$ cat src/sfr_pkg.sv
// shared types and constants for the stuffed frame receiver
package sfr_pkg;

  localparam logic [7:0] START_MARK  = 8'h5A;
  localparam logic [7:0] ESCAPE_MARK = 8'h5C;

  localparam logic [7:0] BOARD_ADDRESS_RST  = 8'h01;
  localparam logic [7:0] TIMEOUT_RELOAD_RST = 8'd20;

  localparam logic CFG_BOARD_ADDRESS  = 1'b0;
  localparam logic CFG_TIMEOUT_RELOAD = 1'b1;

  localparam logic OP_BYTE = 1'b0;
  localparam logic OP_TICK = 1'b1;

  typedef enum logic [3:0] {
    PH_HUNT = 4'b0001,
    PH_ADDR = 4'b0010,
    PH_LEN  = 4'b0100,
    PH_BODY = 4'b1000
  } phase_t;

  typedef struct packed {
    logic       op;
    logic [7:0] rx_byte;
    logic       host_busy;
  } item_t;

  typedef struct packed {
    logic [7:0] data_byte;
    logic [8:0] byte_index;
    logic       last_byte;
    logic       frame_good;
  } result_t;

  typedef struct packed {
    logic [7:0] board_address;
    logic [7:0] timeout_reload;
  } cfg_t;

endpackage

$ cat src/sfr_in_reg.sv
// input register holding one request until the decoder takes it
module sfr_in_reg import sfr_pkg::*; (
  input  logic  clk,
  input  logic  rst_n,
  input  logic  in_valid,
  output logic  in_ready,
  input  item_t in_item,
  input  logic  advance,
  output logic  item_vld,
  output item_t item
);

  logic  vld_r;
  item_t item_r;

  assign in_ready = !vld_r || advance;
  assign item_vld = vld_r;
  assign item     = item_r;

  always_ff @(posedge clk) begin
    if (!rst_n) begin
      vld_r <= 1'b0;
    end else if (in_ready) begin
      vld_r <= in_valid;
    end
  end

  always_ff @(posedge clk) begin
    if (in_valid && in_ready) begin
      item_r <= in_item;
    end
  end

endmodule

$ cat src/sfr_decode.sv
// receive state machine: framing, unstuffing, checksum and idle timer
module sfr_decode import sfr_pkg::*; (
  input  logic    clk,
  input  logic    rst_n,
  input  logic    advance,
  input  item_t   item,
  input  cfg_t    cfg,
  output logic    res_vld,
  output result_t res
);

  phase_t     phase_r, phase_nxt;
  logic       esc_r, esc_nxt;
  logic [7:0] left_r, left_nxt;
  logic [8:0] wpos_r, wpos_nxt;
  logic [7:0] sum_r, sum_nxt;
  logic [7:0] timer_r, timer_nxt;
  logic [7:0] dec;
  logic       take;

  always_comb begin
    phase_nxt = phase_r;
    esc_nxt   = esc_r;
    left_nxt  = left_r;
    wpos_nxt  = wpos_r;
    sum_nxt   = sum_r;
    timer_nxt = timer_r;
    res_vld   = 1'b0;
    res       = '0;
    dec       = item.rx_byte;
    take      = 1'b0;

    if (item.op == OP_TICK) begin
      if (timer_r != 8'd0) begin
        timer_nxt = timer_r - 8'd1;
        if (timer_r == 8'd1) begin
          phase_nxt = PH_HUNT;
        end
      end
    end else if (item.host_busy) begin
      timer_nxt = 8'd0;
      phase_nxt = PH_HUNT;
    end else begin
      timer_nxt = cfg.timeout_reload;
      sum_nxt   = sum_r + item.rx_byte;
      // escape mark survives aborts, cleared only when consumed
      if (esc_r) begin
        dec  = item.rx_byte ^ ESCAPE_MARK;
        take = 1'b1;
      end else begin
        take = (item.rx_byte != ESCAPE_MARK);
      end

      case (phase_r)
        PH_HUNT: begin
          if (item.rx_byte == START_MARK) begin
            phase_nxt = PH_ADDR;
            sum_nxt   = 8'd0;
          end
        end
        PH_ADDR: begin
          if (item.rx_byte == cfg.board_address) begin
            phase_nxt = PH_LEN;
          end else begin
            timer_nxt = 8'd0;
            phase_nxt = PH_HUNT;
          end
        end
        PH_LEN: begin
          esc_nxt = !take;
          if (take) begin
            left_nxt       = dec;
            wpos_nxt       = 9'd1;
            phase_nxt      = PH_BODY;
            res_vld        = 1'b1;
            res.data_byte  = dec;
            res.byte_index = 9'd0;
          end
        end
        PH_BODY: begin
          esc_nxt = !take;
          if (take) begin
            // length zero wraps to 256 content bytes
            left_nxt       = left_r - 8'd1;
            wpos_nxt       = wpos_r + 9'd1;
            res_vld        = 1'b1;
            res.data_byte  = dec;
            res.byte_index = wpos_r;
            if (left_r == 8'd1) begin
              res.last_byte  = 1'b1;
              res.frame_good = (sum_nxt == 8'd0);
              timer_nxt      = 8'd0;
              phase_nxt      = PH_HUNT;
            end
          end
        end
        default: begin
          phase_nxt = PH_HUNT;
        end
      endcase
    end
  end

  always_ff @(posedge clk) begin
    if (!rst_n) begin
      phase_r <= PH_HUNT;
      esc_r   <= 1'b0;
      left_r  <= 8'd0;
      wpos_r  <= 9'd0;
      sum_r   <= 8'd0;
      timer_r <= 8'd0;
    end else if (advance) begin
      phase_r <= phase_nxt;
      esc_r   <= esc_nxt;
      left_r  <= left_nxt;
      wpos_r  <= wpos_nxt;
      sum_r   <= sum_nxt;
      timer_r <= timer_nxt;
    end
  end

endmodule

$ cat src/sfr_out_reg.sv
// result register towards the output channel
module sfr_out_reg import sfr_pkg::*; (
  input  logic    clk,
  input  logic    rst_n,
  input  logic    load,
  input  logic    res_vld,
  input  result_t res,
  output logic    free,
  output logic    out_valid,
  input  logic    out_ready,
  output result_t out_res
);

  logic    vld_r;
  result_t res_r;

  assign free      = !vld_r || out_ready;
  assign out_valid = vld_r;
  assign out_res   = res_r;

  always_ff @(posedge clk) begin
    if (!rst_n) begin
      vld_r <= 1'b0;
    end else if (load) begin
      vld_r <= res_vld;
    end else if (out_ready) begin
      vld_r <= 1'b0;
    end
  end

  always_ff @(posedge clk) begin
    if (load && res_vld) begin
      res_r <= res;
    end
  end

endmodule

$ cat src/stuffed_frame_receiver_top.sv
// path: an accepted request waits in the input register, is decoded and its result is loaded into the result register
// throughput: one request per cycle, held back only when the result register is stalled
// a byte, tick or dropped byte that gives no result still takes a slot in the decoder
// reset (synchronous, rst_n low): hunting for start, counters, sum and timer cleared,
// board address 1 and timeout reload 20
module stuffed_frame_receiver_top import sfr_pkg::*; (
  input  logic       clk,
  input  logic       rst_n,
  input  logic       in_valid,
  output logic       in_ready,
  input  logic       in_op,
  input  logic [7:0] in_rx_byte,
  input  logic       in_host_busy,
  output logic       out_valid,
  input  logic       out_ready,
  output logic [7:0] out_data_byte,
  output logic [8:0] out_byte_index,
  output logic       out_last_byte,
  output logic       out_frame_good,
  input  logic       cfg_valid,
  output logic       cfg_ready,
  input  logic       cfg_index,
  input  logic [7:0] cfg_data
);

  cfg_t    cfg_r;
  item_t   in_item, item;
  logic    item_vld, advance, free, res_vld;
  result_t res, out_res;

  assign cfg_ready = 1'b1;

  always_ff @(posedge clk) begin
    if (!rst_n) begin
      cfg_r.board_address  <= BOARD_ADDRESS_RST;
      cfg_r.timeout_reload <= TIMEOUT_RELOAD_RST;
    end else if (cfg_valid) begin
      case (cfg_index)
        CFG_BOARD_ADDRESS:  cfg_r.board_address  <= cfg_data;
        CFG_TIMEOUT_RELOAD: cfg_r.timeout_reload <= cfg_data;
        default: ;
      endcase
    end
  end

  assign in_item.op        = in_op;
  assign in_item.rx_byte   = in_rx_byte;
  assign in_item.host_busy = in_host_busy;

  assign advance = item_vld && free;

  sfr_in_reg u_in_reg (
    .clk      (clk),
    .rst_n    (rst_n),
    .in_valid (in_valid),
    .in_ready (in_ready),
    .in_item  (in_item),
    .advance  (advance),
    .item_vld (item_vld),
    .item     (item)
  );

  sfr_decode u_decode (
    .clk     (clk),
    .rst_n   (rst_n),
    .advance (advance),
    .item    (item),
    .cfg     (cfg_r),
    .res_vld (res_vld),
    .res     (res)
  );

  sfr_out_reg u_out_reg (
    .clk       (clk),
    .rst_n     (rst_n),
    .load      (advance),
    .res_vld   (res_vld),
    .res       (res),
    .free      (free),
    .out_valid (out_valid),
    .out_ready (out_ready),
    .out_res   (out_res)
  );

  assign out_data_byte  = out_res.data_byte;
  assign out_byte_index = out_res.byte_index;
  assign out_last_byte  = out_res.last_byte;
  assign out_frame_good = out_res.frame_good;

endmodule

$ cat config.mk
export PLATFORM = sky130hd
export DESIGN_NAME = stuffed_frame_receiver_top
export DESIGN_NICKNAME = d
export VERILOG_FILES = /design/src/sfr_pkg.sv /design/src/sfr_in_reg.sv /design/src/sfr_decode.sv /design/src/sfr_out_reg.sv /design/src/stuffed_frame_receiver_top.sv
export SDC_FILE = /design/constraint.sdc
export NUM_CORES = 1
export LEC_CHECK = 0
export ABC_CLOCK_PERIOD_IN_PS = 5800
export BUFFER_PORTS_ARGS = -buffer_cell sky130_fd_sc_hd__buf_4
export CORE_AREA = 2 2 92 94
export CTS_CLUSTER_DIAMETER = 100
export DETAILED_ROUTE_END_ITERATION = 8
export DIE_AREA = 0 0 94 96
export GPL_TIMING_DRIVEN = 0
export PLACE_DENSITY_LB_ADDON = 0.08
export SETUP_SLACK_MARGIN = 0.4
export SLEW_MARGIN = 20
export SYNTH_ARGS = -nofsm -noshare
export SYNTH_HDL_FRONTEND = slang
export SYNTH_SLANG_ARGS = --single-unit
$ cat constraint.sdc
create_clock -name clk -period 5.8 [get_ports clk]
set_input_delay 1.16 -clock clk [delete_from_list [all_inputs] [get_ports clk]]
set_output_delay 1.16 -clock clk [all_outputs]
set_load 0.03 [all_outputs]
* Yosys cells after proc, flatten, opt, wreduce, memory -nomap -nowiden *
Index checks and enable logic that the tools add are counted.

storage, ports and cells
  input bits = 24
  word-level logic and storage cells = 107
  output and inout bits = 22
  flip-flop bits (word level) = 85

cells by class
  reduce and logical (&&, ||, !) cells = 23
  eq/ne operators = 17
  mux-type cells = 39
  add/subtract/negate cells = 4
  bitwise logic cells = 7

operators with widths
  kind                 count
  $mux 8               10
  $pmux 17 s2          1
  $mux 4               8
  $pmux 8 s2           2
  $mux 19              1
  $mux 9               2
  $pmux 9 s2           1
  $mux 17              1
  $eq 8x1->1 const B   2
  $pmux 4 s4           1
  $sub 8x1->8 const B  2
  $add 9x1->9 const B  1
  $mux 1               9
  $add 8x8->8          1
  $eq 8x7->1 const B   1
  $eq 8x8->1           1
  $logic_not 8->1      1
  $ne 4x3->1 const B   2
  $ne 4x4->1 const B   2
  $ne 8x7->1 const B   1
  $reduce_bool 8->1    1
  $mux 7               1
  $reduce_and 7->1     1
  $not 1->1            6
  other kinds (20)     31

* Depth between registers and ports, before layout *
Gate-level depths: netlist (run 1).

  depth after elaboration = 9
  mapped depth = 8
  mapped depth without buffers = 7

* Cells and area by module *
Synthesis (run 1) repeated with hierarchy kept, for this count alone.

unflattened totals
  cell total of the unflattened synthesis = 454
  area total of the unflattened synthesis = 4404.2 um^2

by module, submodules not included
  module                      seq. area each (um^2)  area an instance (um^2)  instances  cells each
  sfr_decode                  760.7                  2761.4                   1          347
  stuffed_frame_receiver_top  320.3                  663.1                    1          68
  sfr_out_reg                 590.6                  621.8                    1          24
  sfr_in_reg                  320.3                  357.8                    1          15

* Worst setup path before layout (run 1) *
No wires, ideal clock.

  path type = input port to output port
  start = in out_ready
  end = out in_ready
  required time = 4.640 ns
  path buffers = 0
  slack = 2.939 ns
  arrival time = 1.701 ns
  stages = 2
  cells stage by stage = nor2b_1 > nand2_1

on the way
  word-level cells in the longest chain between the ends = 3

RTL lines
  item               line                              RTL
  start, declared    stuffed_frame_receiver_top.sv:15  input logic out_ready,
  $logic_or 1x1->1   sfr_out_reg.sv:17                 assign free = !vld_r || out_ready;
  $logic_and 1x1->1  stuffed_frame_receiver_top.sv:50  assign advance = item_vld && free;
  $logic_or 1x1->1   sfr_in_reg.sv:16                  assign in_ready = !vld_r || advance;
  end, declared      stuffed_frame_receiver_top.sv:10  output logic in_ready,

Every way passes these cells.

* Final worst setup path (run 1) *
Same ends and word-level chain as after synthesis.

==> flow_metrics.py, run 1 <==
metrics = {
    "detailed_routing": {
        "drt-pass1-iter-count": 4,
        "wl_um": 9790,
        "drt.antenna.violating_nets": 0,
        "drc": 0,
        "detail_route.vias_per_cell": 5.76,
        "drt-wirelength-per-cell_um": 15.6,
        "drt_iter0_markers": 144,
        "num_vias": 3613,
    },
    "global_route": {
        "grt_remaining_overflow": 0,
        "grt_pass1_vias": 3266,
        "grt_max_degree": 29,
        "track_usage_pct": 22.6,
        "antenna_found_initial": 0,
        "grt_pass1_wl_um": 15700,
    },
    "critical_path": {
        "arrival_ns": 1.99,
        "cp-end-kind": "output pin",
        "critPathKind": "in -> out",
        "path_common_cell": "buf_4",
        "max_stage_delay_ns": 0.35,
        "critPathBufInv": 2,
        "crit_path_start_kind": "input port",
        "critPathMaxFanout": 4,
        "reg2reg_slack_ns": 2.92,
        "crit_family": "simple AND/OR/NAND/NOR gates",
        "crit_required_ns": 4.64,
        "crit_chain": "buf_4 > nor2b_1 > nand2_1 > buf_4",
        "cp_slowest_cell": "nor2b_1",
    },
    "sta": {
        "drv_slew": 0,
        "tightest_slew_ns": 0.959,
        "hold_viol": 0,
        "fin_crit_sh_pct": 54.4,
        "max_freq_mhz": 317,
        "setup_viol_count_final": 0,
        "relSlewSlack_pct": 35.7,
        "final.min_clock_period_ns": 3.15,
        "grt_setup_unrepaired": "no",
        "holdWs_ns": 0.466,
        "finalSetupTns_ns": 0,
        "finClkSkew_ns": 0.0108,
    },
    "power_and_ir_drop": {
        "total_power_uw": 1240,
        "vdd_drop_max_uv": 152,
        "leakagePower_uw": 0.00193,
        "power_density_nw_per_um2": 251,
        "p_int_uw": 907,
        "clkPwrFrac_pct": 36.2,
        "seqPwrFrac_pct": 52.6,
        "swShare_pct": 27.1,
        "combinationalPowerShare_pct": 11.2,
        "p_sw_uw": 338,
    },
    "floorplanning": {
        "core_area_um2": 8050,
        "io_pins": 46,
        "fp.dieW_um": 94,
        "initial_core_util_pct": 53.2,
        "num_rows": 33,
        "dieArea_um2": 9020,
        "die_h_um": 96,
    },
    "logic_synthesis": {
        "synth-edff-count": 29,
        "synth.area.mux_share_pct": 0.730,
        "synth_area_leaders": "dfxtp_1, edfxtp_1, nand2_1",
        "synth_ff_type": "dfxtp_1",
        "ys_async_sr_fraction_pct": 0,
        "yosys.area.top_type_share_pct": 26.2,
        "ys_seq_area_share_pct": 46.5,
        "netlist_area_um2": 4280,
        "avgSynthCellArea_um2": 9.27,
        "synth_top_family_by_area": "simple AND/OR/NAND/NOR gates",
        "ys_types": 70,
        "yosys_register_bits": 85,
        "synth_cells": 462,
        "yosysWarnings": 0,
        "synth_compound_area_share_pct": 16.1,
        "yosysTopAreaCell": "dfxtp_1",
        "synth_nets": 500,
        "synth_adder_area_share_pct": 4.26,
        "synth_simple_gate_area_share_pct": 23.7,
        "synthXorXnorAreaFrac_pct": 5.02,
    },
    "cts": {
        "postCtsSetupBuffers": 0,
        "ctsHoldBuffers": 0,
        "htreeDepth": 3,
        "cts_buffers": 9,
        "clock_sinks": 85,
        "clock_latency_ns": 0.36,
        "clk_pin_slew_ns": 0.08,
        "clk_path_buf_depth": 2,
        "post_cts_resized": 0,
        "cts_root_buffer": "clkbuf_8",
        "cts_tree": "done",
    },
    "worst_hold_path": {
        "hp-class": "reg -> reg",
    },
    "final_layout": {
        "fillers": 708,
        "area_delta_synth_final_pct": 15.8,
        "diodes": 0,
        "fin_nets": 555,
        "fin_area_um2": 4960,
        "final_common_cell": "dfxtp_1",
        "final_cell_mix": "dfxtp_1, nand2_1, buf_4",
        "layout.cells.non_filler": 627,
        "final_layout_size_suffix_gt1_share_pct": 15.1,
    },
    "place": {
        "placed_cells": 611,
        "dp_hpwl_um": 7100,
        "postPlaceCellArea_um2": 4750,
        "finalWeightedCongestion": 0.881,
        "io_buffers": 44,
    },
    "status": {
        "status": "complete, no violations",
    },
    "job": {
        "drv_cap": 0,
    },
}
cells by family (layout without fill, tap and decap cells):
| group | after synthesis | after routing |
|---|---|---|
| AND/OR/NAND/NOR | 191 | 191 |
| AO/OA/AOI/OAI | 109 | 109 |
| flip-flops | 85 | 85 |
| buffers and inverters | 36 | 96 |
| XOR/XNOR | 23 | 23 |
| adder cells (fa/ha/maj) | 14 | 14 |
| multiplexers | 3 | 3 |
| other | 1 | 1 |
layout make-up:
| class | instances | area, um2 | area share [%] |
|---|---|---|---|
| multi-input cells | 341 | 2140 | 43.1 |
| flip-flops and latches | 85 | 1990 | 40.1 |
| repair buffers | 44 | 330 | 6.66 |
| clock buffers | 11 | 174 | 3.50 |
| well taps | 105 | 131 | 2.65 |
| plain buffers | 22 | 98.8 | 1.99 |
| inverters | 14 | 52.6 | 1.06 |
| clock inverters | 5 | 42.5 | 0.857 |
per-stage QoR:
step / worst slack [ns] / util [%]
floorplan: 2.94 / -
global placement: 2.66 / 58.9
detailed placement: 2.64 / 58.9
CTS: 2.64 / 61.6
global route: 2.62 / 61.6
finish: 2.65 / 61.6
power groups by stage:
stage	clock network, uW	registers, uW	logic (uW)
floorplan	0	660	100
global placement	0	667	135
detailed placement	0	668	138
CTS	456	654	139
global route	485	657	155
finish	451	655	140
routing by layer:
| layer | part of all wire [%] | vias to the layer above | global-route usage (%) |
|---|---|---|---|
| li1 | - | 1794 | - |
| met1 | 46 | 1717 | 30.4 |
| met2 | 47 | 89 | 36.1 |
| met3 | 4.6 | 13 | 5.17 |
| met4 | 1.5 | 0 | 7.61 |
| met5 | 0 | - | 0 |
sequential cells by signal, summed over array words and instances, names as in the netlist:
register / flops
cfg_r: 16
u_decode.left_r: 8
u_decode.phase_r: 4
u_in_reg.item_vld: 1
u_decode.esc_r: 1
u_in_reg.item: 10
u_decode.timer_r: 8
u_decode.wpos_r: 9
u_out_reg.out_valid: 1
u_decode.sum_r: 8
u_out_reg.out_res: 19
worst min-delay path, delay by kind of cell (launching register included):
| family | cells | cell delay, ns |
|---|---|---|
| AOI/OAI and AO/OA | 1 | 0.05 |
| DFF | 1 | 0.32 |
| and+or+nand+nor | 1 | 0.05 |
synthesized netlist by cell type, drive strengths merged (5+ instances only):
master,number
dfxtp,56
nand2,56
a21oi,41
nor2,37
edfxtp,29
o21ai,19
clkbuf,17
and3,16
nand3,14
xnor2,14
ha,13
inv,13
nand4,10
nor3,10
and2,8
xor2,8
a22oi,7
nor2b,7
nor4b,7
a31oi,6
buf,5
worst paths after layout:
| kind | start | to | cells after the start |
|---|---|---|---|
| hold reg to reg | cfg_r[5] | cfg_r[5] | 2 |
| setup reg to reg | u_in_reg.item[2] | u_out_reg.out_res[0] | 6 |
| setup / recovery | out_ready | in_ready | 4 |
| hold / removal | cfg_r[5] | cfg_r[5] | 2 |
Power figures use the tool's default switching activity.
==> inputs of run 2 (changes only) <==
--- a/config.mk
+++ b/config.mk
@@ -5,7 +5,7 @@
 export SDC_FILE = /design/constraint.sdc
 export NUM_CORES = 1
 export LEC_CHECK = 0
-export ABC_CLOCK_PERIOD_IN_PS = 5800
+export ABC_CLOCK_PERIOD_IN_PS = 3100
 export BUFFER_PORTS_ARGS = -buffer_cell sky130_fd_sc_hd__buf_4
 export CORE_AREA = 2 2 92 94
 export CTS_CLUSTER_DIAMETER = 100
==> constraint.sdc (replaced) <==
create_clock -name clk -period 3.1 [get_ports clk]
set_input_delay 0.62 -clock clk [delete_from_list [all_inputs] [get_ports clk]]
set_output_delay 0.62 -clock clk [all_outputs]
set_load 0.03 [all_outputs]
==> run 2 against run 1 <==
  * Flip-flop and latch count unchanged
  * Register-to-register slack worse by 2.4 ns
  * Sequential share of layout area down 0.52 points
  * Worst setup slack worse by 2.1 ns
  * Clock-buffer cell count unchanged
  * Wire length up 1.8%
  * First-iteration DRC count up 40%
  * Sequential power up 86%
  * Cell area up 1.3%
  * Utilization up 0.81 points
  * Via count up 0.86%
  * Critical path type is now reg -> reg
  * Largest cell class unchanged
==> flow_metrics.py, run 2 (synthesis results as in run 1) <==
metrics = {
    "cts": {
        "clock_latency_ns": 0.36,
        "clk_pin_slew_ns": 0.10,
        "htreeDepth": 3,
        "cts_tree": "done",
        "clk_path_buf_depth": 2,
        "cts_root_buffer": "clkbuf_8",
        "cts_buffers": 9,
        "clock_sinks": 85,
    },
    "floorplanning": {
        "fp.dieW_um": 94,
        "io_pins": 46,
        "die_h_um": 96,
        "dieArea_um2": 9020,
        "num_rows": 33,
        "core_area_um2": 8050,
        "initial_core_util_pct": 53.2,
    },
    "detailed_routing": {
        "wl_um": 9970,
        "drc": 0,
        "drt.antenna.violating_nets": 0,
        "drt_iter0_markers": 202,
        "drt-wirelength-per-cell_um": 15.7,
        "detail_route.vias_per_cell": 5.76,
        "num_vias": 3644,
        "drt-pass1-iter-count": 5,
    },
    "global_route": {
        "track_usage_pct": 22.7,
        "use_met1_pct": 30.4,
        "grt_max_degree": 29,
        "grt_pass1_wl_um": 15800,
        "grt.met3_usage_pct": 5.17,
        "busiest_layer": "met2",
        "grt_pass1_vias": 3291,
        "use_met2_pct": 36.7,
        "antenna_found_initial": 0,
        "grt_remaining_overflow": 0,
    },
    "sta": {
        "setup_slack_ns": 0.560,
        "hold_viol": 0,
        "drv_slew": 0,
        "tightest_slew_ns": 0.950,
        "relSlewSlack_pct": 36.3,
        "finClkSkew_ns": 0.0113,
        "finalSetupTns_ns": 0,
        "max_freq_mhz": 394,
        "grt_setup_unrepaired": "no",
        "final.min_clock_period_ns": 2.54,
        "fin_crit_sh_pct": 81.9,
        "setup_viol_count_final": 0,
    },
    "place": {
        "dp_hpwl_um": 7100,
        "postPlaceCellArea_um2": 4750,
        "io_buffers": 44,
        "dp_slack_ns": 0.243,
        "placed_cells": 611,
        "finalWeightedCongestion": 0.881,
    },
    "final_layout": {
        "largest_register_ffs": 19,
        "final_common_cell": "dfxtp_1",
        "layout.cells.non_filler": 633,
        "area_delta_synth_final_pct": 17.3,
        "fin_nets": 561,
        "diodes": 0,
        "final_layout_size_suffix_gt1_share_pct": 16.7,
        "final_cell_mix": "dfxtp_1, nand2_1, buf_4",
        "fin_area_um2": 5030,
        "fillers": 698,
    },
    "power_and_ir_drop": {
        "leakagePower_uw": 0.00197,
        "vdd_drop_max_uv": 285,
        "total_power_uw": 2340,
        "power_density_nw_per_um2": 466,
    },
    "critical_path": {
        "crit_path_start_kind": "register",
        "cp_slowest_cell": "edfxtp_1",
        "crit_chain": "buf_4 > fa_1 > a21o_1 > a211oi_1 > a21oi_1 > nor4bb_1 > nor4b_2",
        "max_stage_delay_ns": 0.55,
        "critPathKind": "reg -> reg",
        "crit_required_ns": 3.27,
        "cp-end-kind": "register",
        "critPathMaxFanout": 8,
        "arrival_ns": 2.71,
    },
    "job": {
        "drv_cap": 0,
    },
    "worst_hold_path": {
        "hp-class": "in -> reg",
    },
    "status": {
        "status": "complete, no violations",
    },
}
[run 2: stage by stage]
stage	hold WS (ns)	util [%]
detailed placement	0.451	58.9
CTS	0.426	61.8
global route	0.412	62.4
finish	0.435	62.4
floorplan	0.437	-
global placement	0.452	58.9
[run 2: cell type report]
type / instances / area (um2) / share of cell area, %
Sequential cell: 85 / 1990 / 39.6
Clock buffer: 11 / 174 / 3.46
Buffer: 22 / 98.8 / 1.97
Multi-Input combinational cell: 341 / 2160 / 43.0
Timing Repair Buffer: 50 / 375 / 7.47
Tap cell: 105 / 131 / 2.61
Clock inverter: 5 / 42.5 / 0.846
Inverter: 14 / 52.6 / 1.05
[run 2: repair_timing]
action	CTS	global route
hold buffers	0	0
resized for setup	1	2
setup endpoints to repair	3	2
pin swaps	1	0
endpoints found under the hold margin	0	0
cloned	0	0
setup buffers	1	5
[run 2: final timing paths]
check | slack [ns] | to | from | cells past startpoint
worst min-delay path | 0.44 | u_in_reg.item[3] | in_rx_byte[2] | 1
worst max-delay path | 0.56 | u_out_reg.out_res[0] | u_in_reg.item[2] | 7
worst max register to register | 0.56 | u_out_reg.out_res[0] | u_in_reg.item[2] | 7
worst min register to register | 0.47 | cfg_r[7] | cfg_r[7] | 2
[run 2: critical path: cells and delay by family (launching register included)]
kind            cells  cell delay [ns]
compound gates      3             0.54
buf+inv             1             0.21
flops               1             0.55
simple gates        2             0.59
fa+ha+maj           1             0.47
[run 2: metal layers]
| layer | share of wire (%) | up-vias |
|---|---|---|
| li1 | - | 1805 |
| met1 | 47 | 1738 |
| met2 | 48 | 91 |
| met3 | 4.0 | 10 |
| met4 | 1.2 | 0 |
| met5 | 0 | - |
[run 2: report_power, final]
part,internal [uW],switching [uW],total (uW)
registers,1180,41.3,1220
clock network,399,445,844
logic,123,152,274
total,1700,638,2340
